## config.mk

```make
export PLATFORM = sky130hd
export DESIGN_NAME = presence_pressure_alarm_fsm_core
export DESIGN_NICKNAME = d
export VERILOG_FILES = /design/src/ppa_pkg.sv /design/src/presence_pressure_alarm_fsm_core.sv
export SDC_FILE = /design/constraint.sdc
export NUM_CORES = 1
export LEC_CHECK = 0
export BUFFER_PORTS_ARGS = -buffer_cell sky130_fd_sc_hd__buf_4
export CORE_ASPECT_RATIO = 1.4
export CORE_UTILIZATION = 25
export DETAILED_ROUTE_END_ITERATION = 10
export SLEW_MARGIN = 15
export SYNTH_ARGS = -nofsm -noshare
export SYNTH_HDL_FRONTEND = slang
export SYNTH_SLANG_ARGS = --single-unit
```

## constraint.sdc

```tcl
create_clock -name clk -period 7.5 [get_ports clk]
set_clock_uncertainty 0.2 [all_clocks]
set_input_delay 1.125 -clock clk [delete_from_list [all_inputs] [get_ports clk]]
set_output_delay 1.125 -clock clk [all_outputs]
set_load 0.1 [all_outputs]
```

## src/ppa_pkg.sv

```systemverilog
package ppa_pkg;

    localparam int CFG_REG_COUNT = 3;
    localparam int CFG_IDX_BITS  = 2;
    localparam int CFG_DATA_BITS = 32;
    localparam int PRESS_BITS    = 16;
    localparam int LIMIT_BITS    = 32;

    localparam logic [CFG_IDX_BITS-1:0] CFG_ACTIVE_LIMIT = 2'd0;
    localparam logic [CFG_IDX_BITS-1:0] CFG_ALERT_LIMIT  = 2'd1;
    localparam logic [CFG_IDX_BITS-1:0] CFG_PRESS_THR    = 2'd2;

    localparam logic [LIMIT_BITS-1:0] ACTIVE_LIMIT_RST = 32'd3000;
    localparam logic [LIMIT_BITS-1:0] ALERT_LIMIT_RST  = 32'd4000;
    // 5.0 in unsigned 8.8
    localparam logic [PRESS_BITS-1:0] PRESS_THR_RST    = 16'd1280;

    typedef logic [PRESS_BITS-1:0] press_t;
    typedef logic [LIMIT_BITS-1:0] limit_t;

endpackage

```

## src/presence_pressure_alarm_fsm_core.sv

```systemverilog
// Channel  Handshake            Payload
// in       in_valid / in_ready  sensor_level, pressure, now_ms
// out      out_valid/ out_ready armed_status, alert_status, raise_alarm, clear_alarm
// cfg      cfg_we               cfg_addr, cfg_wdata
//
// One poll per cycle while in_ready is high; its result appears in the output register in the cycle after accept.
// The poll state is updated by one pass of compares and subtractions at accept.
// in_ready is high while the output register is empty or being taken this cycle.
// rst_n clears state and loads the register defaults; no clearing pass.
module presence_pressure_alarm_fsm_core
    import ppa_pkg::*;
#(
    parameter int TIME_BITS = 32
)(
    input  logic                     clk,
    input  logic                     rst_n,
    input  logic                     cfg_we,
    input  logic [CFG_IDX_BITS-1:0]  cfg_addr,
    input  logic [CFG_DATA_BITS-1:0] cfg_wdata,
    input  logic                     in_valid,
    output logic                     in_ready,
    input  logic                     sensor_level,
    input  logic [15:0]              pressure,
    input  logic [31:0]              now_ms,
    output logic                     out_valid,
    input  logic                     out_ready,
    output logic                     armed_status,
    output logic                     alert_status,
    output logic                     raise_alarm,
    output logic                     clear_alarm
);

    localparam int CW = (TIME_BITS > LIMIT_BITS) ? TIME_BITS : LIMIT_BITS;

    typedef logic [TIME_BITS-1:0] tm_t;

    limit_t active_limit_reg;
    limit_t alert_limit_reg;
    press_t press_thr_reg;

    logic sensor_on_reg,     sensor_on_next;
    logic level_seen_reg,    level_seen_next;
    logic prev_level_reg,    prev_level_next;
    tm_t  active_start_reg,  active_start_next;
    tm_t  release_time_reg,  release_time_next;
    logic alert_active_reg,  alert_active_next;
    logic alert_started_reg, alert_started_next;
    tm_t  alert_start_reg,   alert_start_next;
    logic alarm_sent_reg,    alarm_sent_next;
    logic raise_next;
    logic clear_next;

    logic out_valid_reg;
    logic armed_reg;
    logic alert_out_reg;
    logic raise_reg;
    logic clear_reg;

    logic [CW-1:0] now_wide;
    tm_t           now_t;
    tm_t           alert_elapsed;
    tm_t           held_time;
    logic          accept;

    assign now_wide = CW'(now_ms);
    assign now_t    = now_wide[TIME_BITS-1:0];
    assign in_ready = !out_valid_reg || out_ready;
    assign accept   = in_valid && in_ready;

    always_comb
    begin
        sensor_on_next     = sensor_on_reg;
        level_seen_next    = level_seen_reg;
        prev_level_next    = prev_level_reg;
        active_start_next  = active_start_reg;
        release_time_next  = release_time_reg;
        alert_active_next  = alert_active_reg;
        alert_started_next = alert_started_reg;
        alert_start_next   = alert_start_reg;
        alarm_sent_next    = alarm_sent_reg;
        raise_next         = 1'b0;
        clear_next         = 1'b0;
        alert_elapsed      = alert_active_reg ? (now_t - alert_start_reg) : '0;
        held_time          = '0;

        if (alert_active_reg && sensor_level && !prev_level_reg)
        begin
            // re-press during alert
            sensor_on_next     = 1'b0;
            level_seen_next    = 1'b0;
            prev_level_next    = 1'b0;
            active_start_next  = '0;
            release_time_next  = '0;
            alert_active_next  = 1'b0;
            alert_started_next = 1'b0;
            alert_start_next   = '0;
            alarm_sent_next    = 1'b0;
            clear_next         = 1'b1;
        end
        else if (CW'(alert_elapsed) >= CW'(alert_limit_reg))
        begin
            // alert timeout, alarm_sent kept
            sensor_on_next     = 1'b0;
            alert_active_next  = 1'b0;
            alert_started_next = 1'b0;
            alert_start_next   = '0;
            level_seen_next    = 1'b0;
            active_start_next  = '0;
            prev_level_next    = 1'b0;
            release_time_next  = now_t;
        end
        else
        begin
            if (sensor_level)
            begin
                sensor_on_next    = 1'b1;
                release_time_next = '0;
                if (!level_seen_reg)
                begin
                    level_seen_next   = 1'b1;
                    active_start_next = now_t;
                end
            end
            else if (release_time_reg == '0 && level_seen_reg)
            begin
                release_time_next = now_t;
            end
            else if (!alert_active_reg && sensor_on_reg)
            begin
                sensor_on_next     = 1'b0;
                level_seen_next    = 1'b0;
                active_start_next  = '0;
                release_time_next  = '0;
                alert_active_next  = 1'b0;
                alert_started_next = 1'b0;
                alert_start_next   = '0;
                alarm_sent_next    = 1'b0;
            end
            prev_level_next = sensor_level;

            held_time = now_t - active_start_next;
            if (sensor_on_next && (CW'(held_time) >= CW'(active_limit_reg))
                && (pressure < press_thr_reg))
            begin
                release_time_next = '0;
                alert_active_next = 1'b1;
                if (!alert_started_reg)
                begin
                    alert_start_next   = now_t;
                    alert_started_next = 1'b1;
                end
                if (!alarm_sent_next)
                begin
                    raise_next      = 1'b1;
                    alarm_sent_next = 1'b1;
                end
            end
        end
    end

    always_ff @(posedge clk or negedge rst_n)
    begin
        if (!rst_n)
        begin
            active_limit_reg <= ACTIVE_LIMIT_RST;
            alert_limit_reg  <= ALERT_LIMIT_RST;
            press_thr_reg    <= PRESS_THR_RST;
        end
        else if (cfg_we)
        begin
            case (cfg_addr)
                CFG_ACTIVE_LIMIT: active_limit_reg <= cfg_wdata[LIMIT_BITS-1:0];
                CFG_ALERT_LIMIT:  alert_limit_reg  <= cfg_wdata[LIMIT_BITS-1:0];
                CFG_PRESS_THR:    press_thr_reg    <= cfg_wdata[PRESS_BITS-1:0];
                default:          ;
            endcase
        end
    end

    always_ff @(posedge clk or negedge rst_n)
    begin
        if (!rst_n)
        begin
            sensor_on_reg     <= 1'b0;
            level_seen_reg    <= 1'b0;
            prev_level_reg    <= 1'b0;
            active_start_reg  <= '0;
            release_time_reg  <= '0;
            alert_active_reg  <= 1'b0;
            alert_started_reg <= 1'b0;
            alert_start_reg   <= '0;
            alarm_sent_reg    <= 1'b0;
        end
        else if (accept)
        begin
            sensor_on_reg     <= sensor_on_next;
            level_seen_reg    <= level_seen_next;
            prev_level_reg    <= prev_level_next;
            active_start_reg  <= active_start_next;
            release_time_reg  <= release_time_next;
            alert_active_reg  <= alert_active_next;
            alert_started_reg <= alert_started_next;
            alert_start_reg   <= alert_start_next;
            alarm_sent_reg    <= alarm_sent_next;
        end
    end

    always_ff @(posedge clk or negedge rst_n)
    begin
        if (!rst_n)
        begin
            out_valid_reg <= 1'b0;
        end
        else if (accept)
        begin
            out_valid_reg <= 1'b1;
        end
        else if (out_ready)
        begin
            out_valid_reg <= 1'b0;
        end
    end

    always_ff @(posedge clk)
    begin
        if (accept)
        begin
            armed_reg     <= sensor_on_next;
            alert_out_reg <= alert_active_next;
            raise_reg     <= raise_next;
            clear_reg     <= clear_next;
        end
    end

    assign out_valid    = out_valid_reg;
    assign armed_status = armed_reg;
    assign alert_status = alert_out_reg;
    assign raise_alarm  = raise_reg;
    assign clear_alarm  = clear_reg;

endmodule
```

======== Word level (Yosys, flattened, before mapping) ========
Cells that the tools add are included.
cells by class
  muxes and demuxes ....................... 61
  bitwise gates (word level) .............. 1
  equal/unequal tests ..................... 4
  shift operators ......................... 0
  multipliers ............................. 0
  reductions and logical operators ........ 23
  magnitude comparators ................... 3
  add/subtract/negate cells ............... 2
  div/mod/pow operators ................... 0
operators by type and width
  cell                                                              number
  32-bit 2-to-1 mux                                                 22
  32-bit greater-or-equal comparator                                2
  32-bit subtractor                                                 2
  1-bit 2-to-1 mux                                                  39
  32-bit logical NOT                                                1
  16-bit less-than comparator                                       1
  2-bit AND reduction                                               5
  1-bit logical AND                                                 7
  6-bit nonzero test                                                1
  4-bit != test (second input constant)                             1
  4-bit nonzero test                                                1
  1-bit logical NOT                                                 3
  3-bit AND reduction                                               1
  3-bit OR reduction                                                1
  2-bit by 1-bit == test with 1-bit output (second input constant)  1
  2-bit == test (second input constant)                             1
  2-bit logical NOT                                                 1
  2-bit != test (second input constant)                             1
  2-bit nonzero test                                                1
  1-bit logical OR                                                  1
  1-bit NOT                                                         1
word-level totals
  memory bits (writable) .................. 0
  ROM bits ................................ 0
  bits in latches ......................... 0
  memories ................................ 0
  bits in registers ....................... 187
  output and inout port bits .............. 6
  logic and storage cells ................. 111

======== Depth between registers and ports, before layout ========
  depth in word-level cells ............... 14
  depth in mapped cells ................... 30
  gate-level depth less buffers ........... 27

======== Least setup slack after synthesis ========
Ideal clock, no wire load.
  path type ............................... input port to flip-flop
  start ................................... input sensor_level
  end ..................................... register alert_start_reg[10]
  slack ................................... 690 ps
  arrival ................................. 6489 ps
  required time ........................... 7179 ps
  library setup time ...................... 121 ps
  cell stages on the path ................. 30
  path through ............................ buf_2 > inv_1 > nor2_1 > clkbuf_1 > buf_1 > nand2_1 > nand2_1 > nand2_1 > ha_1 > a21oi_1 > a21boi_1 > or4b_2 > o21ai_1 > o21ai_0 > a21oi_1 > o21bai_1 > a21oi_1 > xnor2_1 > ha_1 > a21o_1 > a21oi_1 > nor2b_1 > o21ai_0 > a21oi_1 > a211oi_1 > nor3_1 > and3_1 > clkbuf_1 > buf_2 > a22o_1
on the way
  longest elaborated chain between the ends .. 10
  elaborated cells on any way between the ends .. 17
  those cells by class .................... 1 x add/sub; 1 x order compare; 11 x mux; 4 x reduce/logical
RTL lines
  item                                line                                     source
  start: declaration                  presence_pressure_alarm_fsm_core.sv:22   input logic sensor_level,
  32-bit 2-to-1 mux                   presence_pressure_alarm_fsm_core.sv:114  if (sensor_level)
  32-bit 2-to-1 mux                   presence_pressure_alarm_fsm_core.sv:100  else if (CW'(alert_elapsed) >= CW'(alert_limit_reg))
  32-bit 2-to-1 mux                   presence_pressure_alarm_fsm_core.sv:86   if (alert_active_reg && sensor_level && !prev_level_reg)
  32-bit subtractor                   presence_pressure_alarm_fsm_core.sv:141  held_time = now_t - active_start_next;
  32-bit greater-or-equal comparator  presence_pressure_alarm_fsm_core.sv:142  if (sensor_on_next && (CW'(held_time) >= CW'(active_limit_reg))
  1-bit logical AND                   presence_pressure_alarm_fsm_core.sv:142
  1-bit logical AND                   presence_pressure_alarm_fsm_core.sv:143  && (pressure < press_thr_reg))
  32-bit 2-to-1 mux                   presence_pressure_alarm_fsm_core.sv:142
  32-bit 2-to-1 mux                   presence_pressure_alarm_fsm_core.sv:100
  32-bit 2-to-1 mux (*)               presence_pressure_alarm_fsm_core.sv:86
  end signal: assignment              presence_pressure_alarm_fsm_core.sv:203  alert_start_reg <= alert_start_next;
  end: declaration                    presence_pressure_alarm_fsm_core.sv:48   tm_t alert_start_reg, alert_start_next;
Every way passes the cells marked *; elsewhere a longest branch is shown, timed or not. The select of a mux whose other input is x is not followed.
A chain may end at the register's enable or synchronous reset.

======== Worst setup path in the final report ========
  start ................................... register release_time_reg[29]
  end ..................................... register release_time_reg[31]
on the way
  longest elaborated chain between the ends .. 13
  elaborated cells on any way between the ends .. 21
  those cells by class .................... 1 x add/sub; 1 x order compare; 13 x mux; 6 x reduce/logical
RTL lines
  item                                line                                     source
  start: declaration                  presence_pressure_alarm_fsm_core.sv:45   tm_t release_time_reg, release_time_next;
  start signal: assignment            presence_pressure_alarm_fsm_core.sv:200  release_time_reg <= release_time_next;
  32-bit logical NOT (*)              presence_pressure_alarm_fsm_core.sv:124  else if (release_time_reg == '0 && level_seen_reg)
  1-bit logical AND (*)               presence_pressure_alarm_fsm_core.sv:124
  32-bit 2-to-1 mux                   presence_pressure_alarm_fsm_core.sv:124
  32-bit 2-to-1 mux                   presence_pressure_alarm_fsm_core.sv:114
  32-bit 2-to-1 mux                   presence_pressure_alarm_fsm_core.sv:100
  32-bit 2-to-1 mux                   presence_pressure_alarm_fsm_core.sv:86
  32-bit subtractor                   presence_pressure_alarm_fsm_core.sv:141
  32-bit greater-or-equal comparator  presence_pressure_alarm_fsm_core.sv:142
  1-bit logical AND                   presence_pressure_alarm_fsm_core.sv:142
  1-bit logical AND                   presence_pressure_alarm_fsm_core.sv:143
  32-bit 2-to-1 mux                   presence_pressure_alarm_fsm_core.sv:142
  32-bit 2-to-1 mux                   presence_pressure_alarm_fsm_core.sv:100
  32-bit 2-to-1 mux                   presence_pressure_alarm_fsm_core.sv:86
Marked as above.

==> impl_metrics.json <==
{
  "die_y_um": 267,
  "postLayoutCoreUtil_pct": 29.6,
  "die_area_mm2": 0.0511,
  "hold-path-endpoint": "alert_started_reg",
  "crit_arrival_ns": 7.07,
  "crit_path_required_time_ns": 7.64,
  "pwr-share-comb_pct": 53.9,
  "run_status": "finished clean",
  "grt_first_pass_wirelength_um": 59100,
  "whs_path_depth": 1,
  "syn-cell-area_mm2": 0.0125,
  "path_class": "register to register",
  "yosys.area_share.simple_pct": 12.2,
  "number_of_distinct_library_cells_after_synthesis": 74,
  "synth_nets": 1564,
  "holdCritStartpoint": "alert_started_reg",
  "globalplace.congestion": 0.902,
  "register_to_register_path_setup_slack_ns": 0.57,
  "report.final.hold_viol_count": 0,
  "synth_mux_area_share_pct": 4.81,
  "final_layout_size_suffix_gt1_share_pct": 15.7,
  "total_power_divided_by_cell_area_mw_per_mm2": 345,
  "period_share_pct": 92.4,
  "period_minus_slack_ns": 6.93,
  "place.port_buffers": 93,
  "synthesis.instances": 1333,
  "sum_of_net_half_perimeters_after_detailed_placement_um": 29600,
  "combinational_family_with_the_most_area_after_synthesis": "compound AO/OA/AOI/OAI gates",
  "grt_start_max_net_pins": 64,
  "cts.hold.buffers_added": 0,
  "first_iter_violations": 611,
  "postRouteWirelength_um": 37900,
  "cts.htree.levels": 4,
  "antenna_found_initial": 0,
  "final_antenna_net_count": 0,
  "share_of_the_synthesized_area_in_compound_gates_ao_oa_aoi_oai_pct": 21.6,
  "reg2reg_from": "release_time_reg[29]",
  "report.final.setup_viol": 0,
  "timing_max_transition_violations_final": 0,
  "layout_nets": 1653,
  "p_leak_nw": 6.95,
  "start_util_pct": 25.5,
  "synth.yosys.seq_area_share_pct": 37.6,
  "routed-via-count": 10200,
  "core_area_mm2": 0.0492,
  "top_metal_layer_carrying_routed_signals": "met4",
  "m1WireLength_um": 14400,
  "yosysWarningCount": 0,
  "synth_xor_xnor_area_share_pct": 3.63,
  "dominantRegCellSynth": "dfrtp_1",
  "grt_pass1_vias": 10800,
  "global_route.overflow_total": 0,
  "cp_max_fo": 32,
  "leading_cell_type_by_number_of_instances_after_synthesis": "dfrtp_1",
  "fmaxAchievable_ghz": 0.144,
  "tritoncts.num_buffers": 17,
  "ys_ff_latch": 187,
  "clock_tree.root_cell": "clkbuf_16",
  "die_x_um": 191,
  "worst_r2r_path_depth": 27,
  "tritoncts": "done",
  "clockPowerShare_pct": 18.3,
  "vias_per_cell": 4.94,
  "worst_setup_path_startpoint": "release_time_reg[29]",
  "postCtsSetupBuffers": 0,
  "met2_length_um": 20400,
  "route.met3.wl_um": 1190,
  "worst_supply_voltage_drop_on_vdd_mv": 0.157,
  "synth_edf_count": 4,
  "intPower_mw": 2.88,
  "worst_slew_margin_rel_pct": 46.3,
  "setup-tns-final_ns": 0,
  "clkSlewWorstSetupHoldPaths_ns": 0.08,
  "share_seq_of_total_power_pct": 27.8,
  "yosys.area.top_type_share_pct": 33.5,
  "synth_top_cell_by_area": "dfrtp_1",
  "ys_top_cells_by_area": "dfrtp_1 34%, ha_1 14%, a22o_1 6.4%, nand2_1 4.9%, mux2_2 4.5%",
  "max-clock-path-buffers": 2,
  "syn2layout_area_growth_pct": 16.3,
  "synth-async-reset-ratio_pct": 97.9,
  "post_cts.resized_instances": 0,
  "rows": 96,
  "detail_route.wl_per_cell_um": 18.3,
  "synth-adder-area-share_pct": 14.4,
  "globalRouteTotalUtil_pct": 15.3,
  "switch_pwr_mw": 2.15,
  "detail_route.drc_violations": 0,
  "postSynthAreaPerCell_um2": 9.41,
  "worst_slew_pin_slew_ns": 0.805,
  "worstSetupStartpointType": "register",
  "fill_cells": 5162,
  "holdCritPathClass": "register to register",
  "rsz0062_at_grt": "false",
  "setup.worst_path.end_class": "register",
  "swShare_pct": 42.8,
  "clock_latency_of_the_later_clocked_register_in_the_worst_skew_pair_ns": 0.46,
  "synth.cells.most_frequent": "168 x dfrtp_1, 165 x nand2_1, 141 x ha_1",
  "crit-reg2reg-capture": "release_time_reg[31]",
  "antenna-diode-count": 0,
  "drv.max_cap_violation_count": 0,
  "top_level_ports": 94,
  "detail_route.first_pass.iterations": 5,
  "clock_sinks": 187
}
-- kinds of logic (layout without fill, tap and decap cells) --
group / after synthesis / after routing
adders and majority gates: 143 / 143
buffers and inverters: 171 / 273
xor gates and xnor gates: 52 / 52
AOI/OAI and AO/OA: 383 / 383
muxes: 54 / 54
DFF: 187 / 187
and+or+nand+nor: 343 / 343
-- area by class of cell --
cell class	count	area [µm²]	share of cell area (%)
clock buffer	19	454	3.11
clock inverter	13	144	0.986
inverter	127	477	3.27
multi-input combinational	975	7140	49.0
sequential	187	4720	32.3
tap	637	797	5.46
timing repair buffer	114	860	5.89
-- layer usage --
| layer | global-route usage, % | vias to the layer above |
|---|---|---|
| met4 | 8.45 | 0 |
| met3 | 2.04 | 87 |
| met2 | 28.2 | 207 |
| met1 | 16.6 | 4999 |
| li1 | - | 4934 |
| met5 | 0 | - |
-- per-stage QoR --
step                worst slack, ns  power, mW  cells  hold WS [ns]  cell area (µm²)
floorplan                     0.690       3.36   1333         0.251            12500
global placement              0.373       4.03   2040         0.263            14000
detailed placement            0.228       4.11   2040         0.272            14000
CTS                           0.206       5.06   2072         0.290            14600
global route                 0.0331       5.44   2072         0.300            14600
finish                        0.569       5.03   2072         0.287            14600
-- worst max path at each step --
stage	to	slack [ns]	depth (start not counted)
after floorplan	alert_start_reg[10]	0.69	30
after global placement	release_time_reg[3]	0.37	24
after detailed placement	release_time_reg[31]	0.23	24
after CTS	release_time_reg[31]	0.21	26
after global routing	release_time_reg[31]	0.03	29
final	release_time_reg[31]	0.57	27
-- critical path: stages (launching register included) --
cell and delay, ns:
dfrtp_1 0.38, nor4_1 0.36, nand4_1 0.20, nor3_4 0.35, or2_2 0.18, nor2_1 0.06, buf_4 0.17, a21oi_1 0.24
fa_1 0.28, nor2b_1 0.07, o31a_1 0.28, o41ai_2 0.47, o311ai_1 0.25, a211oi_1 0.41, o21ai_0 0.20, a21oi_1 0.16
o21bai_1 0.09, xor2_1 0.15, ha_1 0.30, nand4_1 0.14, nor3_1 0.25, o21ai_0 0.15, a21oi_1 0.22, a211oi_2 0.13
or2_1 0.37, a32o_2 0.31, buf_4 0.23, a22o_1 0.22
-- cells in the final DEF, fill, tap and decap left out, types with 7 or more instances in the layout --
cell type,count
dfrtp_1,168
nand3_1,13
nor3_1,9
o21ai_0,69
mux2_2,50
o21a_1,11
a211oi_1,16
ha_1,141
inv_1,127
dfstp_2,15
o21bai_1,7
nand4_1,17
a21o_1,47
nand2_1,165
nand2b_1,14
xnor2_1,31
a31oi_1,7
a21oi_1,72
buf_4,113
nor2b_1,9
o211ai_1,7
a22o_1,92
nor2_1,81
o31ai_1,7
xor2_1,21
clkbuf_16,18
-- power by group through the flow --
| stage | clock network (mW) | logic [mW] | registers, mW |
|---|---|---|---|
| after CTS | 0.945 | 2.72 | 1.40 |
| after global placement | 0 | 2.62 | 1.41 |
| after detailed placement | 0 | 2.70 | 1.41 |
| after floorplan | 0 | 1.94 | 1.42 |
| final | 0.920 | 2.71 | 1.40 |
| after global routing | 0.981 | 3.03 | 1.43 |
Note: power is estimated with default switching activity, not from simulation.
